<file path="config.mk">
export PLATFORM = sky130hd
export DESIGN_NAME = http_request_line_parser
export DESIGN_NICKNAME = d
export VERILOG_FILES = /design/src/rtl/core/hrlp_pkg.sv /design/src/rtl/core/hrlp_step.sv /design/src/rtl/core/http_request_line_parser.sv
export SDC_FILE = /design/constraint.sdc
export NUM_CORES = 1
export LEC_CHECK = 0
export ABC_AREA = 0
export BUFFER_PORTS_ARGS = -buffer_cell sky130_fd_sc_hd__buf_2
export CORE_UTILIZATION = 57
export CTS_BUF_LIST = sky130_fd_sc_hd__clkbuf_8
export CTS_CLUSTER_DIAMETER = 50
export DETAILED_ROUTE_END_ITERATION = 10
export MAX_ROUTING_LAYER = met4
export PLACE_DENSITY = 0.91
export SLEW_MARGIN = 0
export SYNTH_ARGS = -nofsm -noshare
export SYNTH_HDL_FRONTEND = slang
export SYNTH_SLANG_ARGS = --single-unit
</file>
<file path="constraint.sdc">
create_clock -name aclk -period 4.8 [get_ports aclk]
set_clock_uncertainty 0.05 [all_clocks]
set_input_delay 0.24 -clock aclk [delete_from_list [all_inputs] [get_ports aclk]]
set_output_delay 0.24 -clock aclk [all_outputs]
set_load 0.1 [all_outputs]
</file>
<file path="src/rtl/core/hrlp_pkg.sv">
// ----------------------------------------------------------------------------
// hrlp_pkg
// Shared types, phase codes and helper functions for the request line parser.
// ----------------------------------------------------------------------------
package hrlp_pkg;

    localparam int MAX_URI_BYTES      = 256;
    localparam int MAX_VERSION_DIGITS = 4;

    localparam int UriCntW = (MAX_URI_BYTES > 2) ? $clog2(MAX_URI_BYTES) : 1;
    localparam int DigCntW = $clog2(MAX_VERSION_DIGITS + 1);

    localparam logic [13:0] VERSION_CAP = 14'd9999;

    // Parse phases
    localparam logic [3:0] PH_IDLE        = 4'd0;
    localparam logic [3:0] PH_METHOD      = 4'd1;
    localparam logic [3:0] PH_URI_WS      = 4'd2;
    localparam logic [3:0] PH_URI         = 4'd3;
    localparam logic [3:0] PH_VER_SEP     = 4'd4;
    localparam logic [3:0] PH_VER_KEY     = 4'd5;
    localparam logic [3:0] PH_MAJOR       = 4'd6;
    localparam logic [3:0] PH_MINOR_FIRST = 4'd7;
    localparam logic [3:0] PH_MINOR       = 4'd8;
    localparam logic [3:0] PH_LINE_WS     = 4'd9;
    localparam logic [3:0] PH_EXPECT_LF   = 4'd10;
    localparam logic [3:0] PH_HEADERS     = 4'd11;
    localparam logic [3:0] PH_DONE        = 4'd12;

    // Result kinds
    localparam logic KIND_URI     = 1'b0;
    localparam logic KIND_VERDICT = 1'b1;

    // Character codes
    localparam logic [7:0] CH_NUL   = 8'h00;
    localparam logic [7:0] CH_TAB   = 8'h09;
    localparam logic [7:0] CH_LF    = 8'h0A;
    localparam logic [7:0] CH_CR    = 8'h0D;
    localparam logic [7:0] CH_SPACE = 8'h20;
    localparam logic [7:0] CH_DOT   = 8'h2E;
    localparam logic [7:0] CH_ZERO  = 8'h30;
    localparam logic [7:0] CH_NINE  = 8'h39;
    localparam logic [7:0] CH_H     = 8'h48;

    localparam logic [31:0] WIN_BLANK_LINE = 32'h0D0A0D0A;
    localparam logic [31:0] WIN_HOST_MIXED = 32'h486F7374;
    localparam logic [31:0] WIN_HOST_LOWER = 32'h686F7374;
    localparam logic [31:0] WIN_HOST_UPPER = 32'h484F5354;

    typedef struct packed {
        logic [3:0]         phase;
        logic [2:0]         kidx;
        logic [UriCntW-1:0] uri_cnt;
        logic [DigCntW-1:0] dig_cnt;
        logic [13:0]        major;
        logic [13:0]        minor;
        logic [23:0]        recent;
    } parse_state_t;

    typedef struct packed {
        logic        kind;
        logic [7:0]  uri_byte;
        logic        bad;
        logic [13:0] major;
        logic [13:0] minor;
        logic [7:0]  uri_len;
    } result_t;

    function automatic logic is_blank(input logic [7:0] b);
        return (b == CH_SPACE) || (b == CH_TAB);
    endfunction

    function automatic logic is_digit(input logic [7:0] b);
        return (b >= CH_ZERO) && (b <= CH_NINE);
    endfunction

    // Letters of the method keyword
    function automatic logic [7:0] get_char(input logic [2:0] idx);
        logic [7:0] c;
        unique case (idx)
            3'd0:    c = 8'h47;
            3'd1:    c = 8'h45;
            3'd2:    c = 8'h54;
            default: c = 8'h00;
        endcase
        return c;
    endfunction

    // Letters of the version keyword
    function automatic logic [7:0] http_char(input logic [2:0] idx);
        logic [7:0] c;
        unique case (idx)
            3'd0:    c = 8'h48;
            3'd1:    c = 8'h54;
            3'd2:    c = 8'h54;
            3'd3:    c = 8'h50;
            3'd4:    c = 8'h2F;
            default: c = 8'h00;
        endcase
        return c;
    endfunction

    // Append one decimal digit, saturating at the cap
    function automatic logic [13:0] add_digit(input logic [13:0] v, input logic [7:0] b);
        logic [16:0] n;
        logic [7:0]  d;
        d = b - CH_ZERO;
        n = ({3'b000, v} << 3) + ({3'b000, v} << 1) + {9'd0, d};
        return (n > {3'b000, VERSION_CAP}) ? VERSION_CAP : n[13:0];
    endfunction

endpackage

</file>
<file path="src/rtl/core/hrlp_step.sv">
// ----------------------------------------------------------------------------
// hrlp_step
// Next-state and result logic for one request byte.
// ----------------------------------------------------------------------------
module hrlp_step (
    input  logic [7:0]            data_byte,
    input  logic                  begin_request,
    input  hrlp_pkg::parse_state_t cur_state,
    output hrlp_pkg::parse_state_t next_state,
    output logic                  res_valid,
    output hrlp_pkg::result_t     res
);

    hrlp_pkg::parse_state_t st;
    logic [31:0]            window;
    logic [31:0]            cnt_wide;
    logic                   go_uri;
    logic                   go_minor;
    logic                   go_ws;
    logic                   do_end;
    logic                   do_line_end;
    logic                   fin;
    logic                   fin_bad;
    logic                   emit_uri;

    always_comb begin
        // Start of a new request clears the parser
        st = cur_state;
        if (begin_request) begin
            st = '0;
            st.phase = hrlp_pkg::PH_METHOD;
        end

        next_state  = st;
        window      = {st.recent, data_byte};
        go_uri      = 1'b0;
        go_minor    = 1'b0;
        go_ws       = 1'b0;
        do_end      = 1'b0;
        do_line_end = 1'b0;
        fin         = 1'b0;
        fin_bad     = 1'b0;
        emit_uri    = 1'b0;

        if (st.phase != hrlp_pkg::PH_IDLE && st.phase != hrlp_pkg::PH_DONE) begin
            next_state.recent = window[23:0];

            // Per-phase handling; some phases continue into the next one
            unique case (st.phase)
                hrlp_pkg::PH_METHOD: begin
                    if (st.kidx == 3'd0 && hrlp_pkg::is_blank(data_byte)) begin
                        // skip leading blanks
                    end else if (st.kidx > 3'd2 ||
                                 data_byte != hrlp_pkg::get_char(st.kidx)) begin
                        fin = 1'b1; fin_bad = 1'b1;
                    end else if (st.kidx == 3'd2) begin
                        next_state.kidx  = 3'd0;
                        next_state.phase = hrlp_pkg::PH_URI_WS;
                    end else begin
                        next_state.kidx = st.kidx + 3'd1;
                    end
                end
                hrlp_pkg::PH_URI_WS: begin
                    if (!hrlp_pkg::is_blank(data_byte)) begin
                        go_uri = 1'b1;
                    end
                end
                hrlp_pkg::PH_URI: begin
                    go_uri = 1'b1;
                end
                hrlp_pkg::PH_VER_SEP: begin
                    if (hrlp_pkg::is_blank(data_byte)) begin
                        // skip blanks
                    end else if (data_byte == hrlp_pkg::CH_H) begin
                        next_state.kidx  = 3'd1;
                        next_state.phase = hrlp_pkg::PH_VER_KEY;
                    end else begin
                        do_end = 1'b1;
                    end
                end
                hrlp_pkg::PH_VER_KEY: begin
                    if (st.kidx > 3'd4 || data_byte != hrlp_pkg::http_char(st.kidx)) begin
                        fin = 1'b1; fin_bad = 1'b1;
                    end else if (st.kidx == 3'd4) begin
                        next_state.kidx  = 3'd0;
                        next_state.phase = hrlp_pkg::PH_MAJOR;
                    end else begin
                        next_state.kidx = st.kidx + 3'd1;
                    end
                end
                hrlp_pkg::PH_MAJOR: begin
                    if (data_byte == hrlp_pkg::CH_DOT) begin
                        if (st.dig_cnt == '0) begin
                            fin = 1'b1; fin_bad = 1'b1;
                        end else begin
                            next_state.phase = hrlp_pkg::PH_MINOR_FIRST;
                        end
                    end else if (!hrlp_pkg::is_digit(data_byte) ||
                                 st.dig_cnt >= hrlp_pkg::DigCntW'(hrlp_pkg::MAX_VERSION_DIGITS))
                    begin
                        fin = 1'b1; fin_bad = 1'b1;
                    end else begin
                        next_state.dig_cnt = st.dig_cnt + 1'b1;
                        next_state.major   = hrlp_pkg::add_digit(st.major, data_byte);
                    end
                end
                hrlp_pkg::PH_MINOR_FIRST: begin
                    if (!hrlp_pkg::is_digit(data_byte)) begin
                        fin = 1'b1; fin_bad = 1'b1;
                    end else begin
                        next_state.phase = hrlp_pkg::PH_MINOR;
                        go_minor = 1'b1;
                    end
                end
                hrlp_pkg::PH_MINOR: begin
                    go_minor = 1'b1;
                end
                hrlp_pkg::PH_LINE_WS: begin
                    go_ws = 1'b1;
                end
                hrlp_pkg::PH_EXPECT_LF: begin
                    if (data_byte == hrlp_pkg::CH_LF) begin
                        do_line_end = 1'b1;
                    end else begin
                        fin = 1'b1; fin_bad = 1'b1;
                    end
                end
                hrlp_pkg::PH_HEADERS: begin
                    if (window == hrlp_pkg::WIN_BLANK_LINE) begin
                        fin = 1'b1; fin_bad = 1'b1;
                    end else if (window == hrlp_pkg::WIN_HOST_MIXED ||
                                 window == hrlp_pkg::WIN_HOST_LOWER ||
                                 window == hrlp_pkg::WIN_HOST_UPPER) begin
                        fin = 1'b1;
                    end
                end
                default: begin
                    next_state.phase = hrlp_pkg::PH_DONE;
                end
            endcase

            // Copy URI bytes until a blank, line end, NUL or the length limit
            if (go_uri) begin
                next_state.phase = hrlp_pkg::PH_URI;
                if (hrlp_pkg::is_blank(data_byte)) begin
                    next_state.phase = hrlp_pkg::PH_VER_SEP;
                end else if (data_byte == hrlp_pkg::CH_CR || data_byte == hrlp_pkg::CH_LF) begin
                    do_end = 1'b1;
                end else if (data_byte == hrlp_pkg::CH_NUL) begin
                    fin = 1'b1; fin_bad = 1'b1;
                end else if ({1'b0, st.uri_cnt} + 1'b1 >=
                             (hrlp_pkg::UriCntW + 1)'(hrlp_pkg::MAX_URI_BYTES)) begin
                    fin = 1'b1; fin_bad = 1'b1;
                end else begin
                    next_state.uri_cnt = st.uri_cnt + 1'b1;
                    emit_uri = 1'b1;
                end
            end

            // Minor digits share the digit budget with the major
            if (go_minor) begin
                if (hrlp_pkg::is_digit(data_byte)) begin
                    if (st.dig_cnt >= hrlp_pkg::DigCntW'(hrlp_pkg::MAX_VERSION_DIGITS)) begin
                        fin = 1'b1; fin_bad = 1'b1;
                    end else begin
                        next_state.dig_cnt = st.dig_cnt + 1'b1;
                        next_state.minor   = hrlp_pkg::add_digit(st.minor, data_byte);
                    end
                end else begin
                    next_state.phase = hrlp_pkg::PH_LINE_WS;
                    go_ws = 1'b1;
                end
            end

            // Trailing blanks before the line end
            if (go_ws && !hrlp_pkg::is_blank(data_byte)) begin
                do_end = 1'b1;
            end

            // Line end: CR waits for LF, LF ends the line, anything else fails
            if (do_end) begin
                if (data_byte == hrlp_pkg::CH_CR) begin
                    next_state.phase = hrlp_pkg::PH_EXPECT_LF;
                end else if (data_byte == hrlp_pkg::CH_LF) begin
                    do_line_end = 1'b1;
                end else begin
                    fin = 1'b1; fin_bad = 1'b1;
                end
            end

            // Versions below 1.1 finish here, others go on to scan headers
            if (do_line_end) begin
                if (st.major == 14'd0 || (st.major == 14'd1 && st.minor == 14'd0)) begin
                    fin = 1'b1;
                end else begin
                    next_state.phase = hrlp_pkg::PH_HEADERS;
                end
            end

            if (fin) begin
                next_state.phase = hrlp_pkg::PH_DONE;
            end
        end
    end

    // Build the result item
    assign cnt_wide  = 32'(st.uri_cnt);
    assign res_valid = fin | emit_uri;

    always_comb begin
        res = '0;
        if (fin) begin
            res.kind    = hrlp_pkg::KIND_VERDICT;
            res.bad     = fin_bad;
            res.major   = fin_bad ? 14'd0 : st.major;
            res.minor   = fin_bad ? 14'd0 : st.minor;
            res.uri_len = cnt_wide[7:0];
        end else begin
            res.kind     = hrlp_pkg::KIND_URI;
            res.uri_byte = data_byte;
        end
    end

endmodule

</file>
<file path="src/rtl/core/http_request_line_parser.sv">
// ----------------------------------------------------------------------------
// http_request_line_parser
// Checks a GET request line byte by byte, streams out the URI and one verdict.
// ----------------------------------------------------------------------------
//  Channel   Direction  Payload
//  s_        in         tdata[7:0] data_byte, tuser[0] begin_request
//  m_        out        tdata[47:0] uri/verdict fields, tuser[0] result_kind
//
//  One byte is taken every cycle unless m_ stalls; a byte is captured in the
//  input register, then any result of its parse step goes into the result register.
//  The parse state update is one short combinational step per byte.
//  Reset clears the parse state to idle and empties both register stages.
//  A stall on m_ holds both stages; s_tready drops only when both are full.
// ----------------------------------------------------------------------------
module http_request_line_parser (
    input  logic        aclk,
    input  logic        aresetn,
    input  logic        s_tvalid,
    output logic        s_tready,
    input  logic [7:0]  s_tdata,   // [7:0] data_byte
    input  logic        s_tuser,   // [0] begin_request
    output logic        m_tvalid,
    input  logic        m_tready,
    output logic [47:0] m_tdata,   // [7:0] uri_byte, [8] verdict_bad,
                                   // [22:9] version_major, [36:23] version_minor,
                                   // [44:37] uri_length, [47:45] zero
    output logic        m_tuser    // [0] result_kind
);

    logic                   in_valid_reg;
    logic [7:0]             in_byte_reg;
    logic                   in_begin_reg;
    hrlp_pkg::parse_state_t state_reg;
    hrlp_pkg::parse_state_t state_next;
    logic                   out_valid_reg;
    hrlp_pkg::result_t      out_reg;
    logic                   step_valid;
    hrlp_pkg::result_t      step_res;
    logic                   advance;

    assign advance  = !out_valid_reg || m_tready;
    assign s_tready = !in_valid_reg || advance;

    // Capture the input transfer
    always_ff @(posedge aclk) begin
        if (!aresetn) begin
            in_valid_reg <= 1'b0;
        end else if (s_tready) begin
            in_valid_reg <= s_tvalid;
        end
    end

    always_ff @(posedge aclk) begin
        if (s_tvalid && s_tready) begin
            in_byte_reg  <= s_tdata;
            in_begin_reg <= s_tuser;
        end
    end

    hrlp_step u_step (
        .data_byte     (in_byte_reg),
        .begin_request (in_begin_reg),
        .cur_state     (state_reg),
        .next_state    (state_next),
        .res_valid     (step_valid),
        .res           (step_res)
    );

    // Advance the parse state and the result register together
    always_ff @(posedge aclk) begin
        if (!aresetn) begin
            // All-zero state is the idle phase with cleared counters
            state_reg     <= '0;
            out_valid_reg <= 1'b0;
        end else if (advance) begin
            out_valid_reg <= in_valid_reg && step_valid;
            if (in_valid_reg) begin
                state_reg <= state_next;
            end
        end
    end

    always_ff @(posedge aclk) begin
        if (advance && in_valid_reg && step_valid) begin
            out_reg <= step_res;
        end
    end

    assign m_tvalid = out_valid_reg;
    assign m_tuser  = out_reg.kind;
    assign m_tdata  = {3'b000, out_reg.uri_len, out_reg.minor, out_reg.major,
                       out_reg.bad, out_reg.uri_byte};

endmodule
</file>
== Yosys cells after proc, flatten, opt, wreduce, memory -nomap -nowiden ==
Index checks and enable logic that the tools add are counted.

* Add/subtract/negate cells: 9
* $lt $le $gt $ge: 8
* Equal/unequal tests: 29
* Multiplexer cells: 126
* Bitwise logic cells: 2
* Reduce and logical (&&, ||, !) cells: 33

{| class="wikitable"
|+ Operators with widths
! cell !! count
|-
| $mux 70 || 2
|-
| $eq 32x31->1 const B || 3
|-
| $mux 8 || 10
|-
| $mux 7 || 11
|-
| $mux 14 || 5
|-
| $mux 1 || 68
|-
| $mux 4 || 13
|-
| $mux 17 || 3
|-
| $add 17x15->17 || 2
|-
| $add 17x8->17 || 2
|-
| $gt 17x14->1 const B || 2
|-
| $eq 32x28->1 const B || 1
|-
| $logic_not 14->1 || 2
|-
| $pmux 7 s4 || 1
|-
| $eq 8x4->1 const B || 3
|-
| $pmux 4 s6 || 1
|-
| $pmux 7 s3 || 1
|-
| $mux 3 || 6
|-
| $eq 4x3->1 const B || 4
|-
| $eq 4x4->1 const B || 4
|-
| $eq 8x6->1 const B || 2
|-
| $ne 8x8->1 || 2
|-
| $eq 14x1->1 const B || 1
|-
| $pmux 1 s6 || 2
|-
| other kinds (30) || 56
|}

* Bits in registers: 127
* Input port bits: 13

== Depth between registers and ports, before layout ==
* Depth after elaboration: 29
* Gate-level depth with buffers: 20

== Hierarchy ==
From an unflattened synthesis, not the netlist that was laid out.

* Cell total of the unflattened synthesis: 1118
* Area total of the unflattened synthesis: 9539.1 µm²

{| class="wikitable"
|+ By module, submodules not included
! module !! times used !! cells an instance !! area an instance (µm²)
|-
| hrlp_step || 1 || 743 || 4893.4
|-
| http_request_line_parser || 1 || 375 || 4645.7
|}

== Worst setup path after synthesis ==
No wires, ideal clock.

* Path type: flip-flop to flip-flop
* Start: reg in_begin_reg
* End: reg state_reg[27] in the netlist's numbering
* Setup time: 0.114 ns
* Arrival: 4.554 ns
* Required time: 4.636 ns
* Path slack: 0.082 ns
* Stages on the path, launching flop included: 19
* Buffers on the path: 6
* Period minus slack after synthesis: 4.718 ns
* Path through: edfxtp_1 -> buf_4 -> buf_2 -> buf_1 -> clkbuf_1 -> clkbuf_1 -> nor2b_1 -> fa_1 -> inv_1 -> fa_1 -> nand2b_1 -> a21oi_1 -> o21ai_0 -> o22ai_1 -> a31oi_1 -> o31ai_1 -> clkbuf_1 -> a32oi_1 -> a21o_1

{| class="wikitable"
|+ RTL lines
! what !! line !! source
|-
| start: declaration || http_request_line_parser.sv:32 || <nowiki>logic in_begin_reg;</nowiki>
|-
| start signal: assignment || http_request_line_parser.sv:56 || <nowiki>in_begin_reg <= s_tuser;</nowiki>
|-
| end signal: assignment || http_request_line_parser.sv:78 || <nowiki>state_reg <= state_next;</nowiki>
|-
| end: declaration || http_request_line_parser.sv:33 || <nowiki>hrlp_pkg::parse_state_t state_reg;</nowiki>
|}

==> results.txt <==
The sum of net half-perimeters after detailed placement is roughly 16000 µm. The number of endpoints failing setup at the final stage is 0. The achievable clock frequency came out at between 200 and 250 MHz.

The clock reaches the later pin of the worst-skew pair after approximately 0.47 ns. The mean instance size in the synthesized netlist is 8.49 µm². The largest net degree at the start of global routing is 69. Of all nets on the critical path, the largest fanout is 9.

The data required time of the critical path is roughly 5.1 ns. The first-pass iteration count of the detailed router is 6. STA classifies the critical path startpoint as a register.

The leftover overflow at the end of global routing is 0. The worst-case vdd ir drop came out at slightly below 0.2 mV. Yosys mapped the design onto 84 distinct sky130hd cell types. The register with the most flip-flops in the layout has 70 of them.

Tracing the worst setup path back leads to its startpoint at in_begin_reg. The final number of max-transition violations came out at 0. The number of DRC markers after the initial detailed-route iteration is roughly 820. The worst min-delay path category is in2reg. The endpoint of the most critical setup path is state_reg[41]. The number of standard-cell rows in the floorplan is 45. The worst reg-to-reg path cell count is 14. The number of vias per cell came out at ~6.3. The sequential share of the synthesized area is 0.344. The net count of the finished layout is 1192.

The biggest area contributor in the post-synthesis netlist is edfxtp_1. The number of synthesis warnings came out at 0. In this run the critical register-to-register path is launched from in_begin_reg. The hold violation count in the final report was 0. The final layout contains routed wiring with a total length of roughly 24000 µm. In this run the critical register-to-register path is captured at state_reg[41].

The count of buffers added on input and output ports is 60. The floorplan step set the die width to 128 µm. The DRC violation count after routing came out at 0. Setup repair after global routing left no endpoint under its margin. STA classifies the critical path endpoint as a register. Measured along the y axis, the die boundary spans about 130 µm. In the final routed layout, each cell accounts on average for ~18 µm. The tool flagged a number of max-cap violations equal to 0. The final-layout setup total negative slack came out at 0 ns. The async set or reset register ratio after synthesis is 0. Setup slack on the critical path of the routed design comes to 0.331 ns. The H-tree depth reported by CTS is 4.

The number of global-route vias before repair came out at between 7k and 8k. The maximum clock path buffer count came out at 2. The die area came out at about 16000 µm². Across every metal layer, demand over resource in global routing totals 0.301.

The worst setup timing slack at the placement stage came out at 0.274 ns. The diode insertion count for antenna repair came out at 0. The tree is rooted in a clkbuf_8. The first-pass GRT wire length came out at approximately 37000 µm. The number of fill cells is ~1.2k. The total power density per cell area came out at 262 nW/µm². After synthesis, the cell types taking the most area are edfxtp_1 (18%), dfxtp_1 (16%), ha_1 (7.6%). The routed layout has 8424 vias. After clock tree synthesis, the clock-pin slew on the worst setup and hold paths is 0.07 ns. The number of CTS-inserted buffers is 17. The flow ran to the end, and the final reports show no timing, DRC or antenna violations. Along the worst hold path, the cell count comes to 3. The ratio of cells with drive above 1 in the final layout came out at 0.128.

The hold path startpoint is m_tready. The initial antenna violation count came out at 0. The flop-to-flop setup slack is 0.33 ns. The leakage power is roughly 4.2 nW. The number of nets with antenna violations after detailed routing is 0.

The area growth from synthesis to layout is 11.6%. For the pin with the worst max-slew slack, the measured transition is between 1 and 1.5 ns. The time the worst path needs with I/O delays and setup came out at approximately 4.5 ns. The share of the clock period used by the worst path came out at 0.931. The core area came out at about 15000 µm². At the end of routability-driven placement, the weighted congestion stood at ~0.95. The number of enable flip-flop cells after synthesis is 55. The top-level port count came out at 64. Of the post-synthesis cell area, the dominant cell type holds 0.183. The CTS tree is built. The number of clock sinks seen by CTS is approximately 130. The normalized max-slew margin came out at 0.325. The worst setup path is of the reg2reg kind. The cell count after synthesis is 1060. The synthesized netlist occupies a cell area of about 9000 µm². The data arrival time of the critical path is 4.76 ns. The number of synthesized register bits came out at between 100 and 150.

The most common flop cell mapped by yosys is dfxtp_1. The initial standard-cell utilization of the core came out at 0.588.
## kinds of logic after synthesis
group	Yosys count	synth area share
other cells	1	0.000416
fa+ha+maj	67	0.103
simple gates	430	0.257
compound gates	278	0.208
buf+inv	125	0.0557
mux	4	0.00445
flops	127	0.344
xor+xnor	28	0.0272
## power breakdown
| group | switching (mW) | internal [mW] | leakage, nW |
|---|---|---|---|
| Clock | 0.442 | 0.581 | 0.230 |
| Sequential | 0.0257 | 1.15 | 1.09 |
| Combinational | 0.303 | 0.125 | 2.85 |
## timing repair
item	in CTS	in global routing
hold endpoints to repair	10	0
resized for setup	0	0
buffers inserted	0	2
hold buffers	10	0
setup endpoints to repair	0	1
## final cells by class
type | instances | area [µm²] | share of cell area
clock inverter | 10 | 133 | 0.0132
multi-input combinational | 810 | 5430 | 0.540
timing repair buffer | 96 | 608 | 0.0605
inverter | 60 | 225 | 0.0224
clock buffer | 22 | 303 | 0.0301
tap | 211 | 264 | 0.0263
sequential | 127 | 3090 | 0.308
## placed cells by master (no fill, tap or decap), types with 55 or more instances in the layout
| cell | netlist | routed |
|---|---|---|
| a21oi_1 | 81 | 81 |
| buf_2 | 4 | 60 |
| dfxtp_1 | 72 | 72 |
| edfxtp_1 | 55 | 55 |
| ha_1 | 55 | 55 |
| inv_1 | 58 | 59 |
| nand2_1 | 97 | 97 |
| nor2_1 | 72 | 72 |
| nor2b_1 | 61 | 60 |
| o21ai_0 | 58 | 58 |
## worst max-delay path, stage by stage (launching register included)
cell	delay (ns)
edfxtp_1	0.35
clkinv_1	0.21
nand2_1	0.22
inv_1	0.08
fa_1	0.51
inv_1	0.07
fa_1	0.46
nand2b_1	0.19
a211oi_1	0.46
o2111ai_1	0.29
a21boi_0	0.36
o221ai_2	0.18
a2111oi_4	0.52
and2_1	0.31
a31oi_1	0.11
## Yosys cell counts (all sizes together) (4+ instances only)
cell type and instances:
a32o 4, ha 55, nor4b 6, o22ai 4, inv 59, buf 16, a32oi 8, a2111oi 4
and2 28, o21a 8, and3 23, nand2b 17, clkbuf 49, nor4 19, a211oi 9, a221oi 5
fa 12, nand4 14, o211ai 11, nor2 73, dfxtp 72, nand2 97, o2111ai 5, a21boi 19
mux2i 4, a21o 13, o21ai 60, nand3b 4, or4 4, xor2 15, edfxtp 55, or2 7
nor2b 61, a21oi 81, or3 5, nor3b 8, xnor2 13, nand3 29, nor3 18, o31ai 5
or3b 4, a31oi 10
## layer usage
layer | wire, µm | global-route usage
met1 | 9790 | 0.378
met2 | 11000 | 0.474
met3 | 2220 | 0.0597
met4 | 711 | 0.131
met5 | 0 | -
## how the worst min path moves through the flow
stage | slack, ns | endpoint
CTS | 0.09 | m_tvalid
finish | 0.12 | m_tvalid
global placement | 0.37 | in_byte_reg[0]
detailed placement | 0.37 | in_byte_reg[1]
global route | 0.12 | m_tvalid
floorplan | 0.29 | in_begin_reg
## stage by stage
| step | instances | total power, mW | util | cell area (µm²) | hold slack (ns) |
|---|---|---|---|---|---|
| after floorplan | 1062 | 1.52 | - | 9010 | 0.289 |
| after global placement | 1292 | 1.61 | 0.620 | 9500 | 0.369 |
| after detailed placement | 1292 | 1.61 | 0.620 | 9500 | 0.368 |
| after CTS | 1334 | 2.62 | 0.655 | 10000 | 0.0898 |
| after global routing | 1336 | 2.71 | 0.656 | 10100 | 0.125 |
| final | 1336 | 2.63 | 0.656 | 10100 | 0.124 |
No activity file was read; power rests on OpenSTA's default activity.
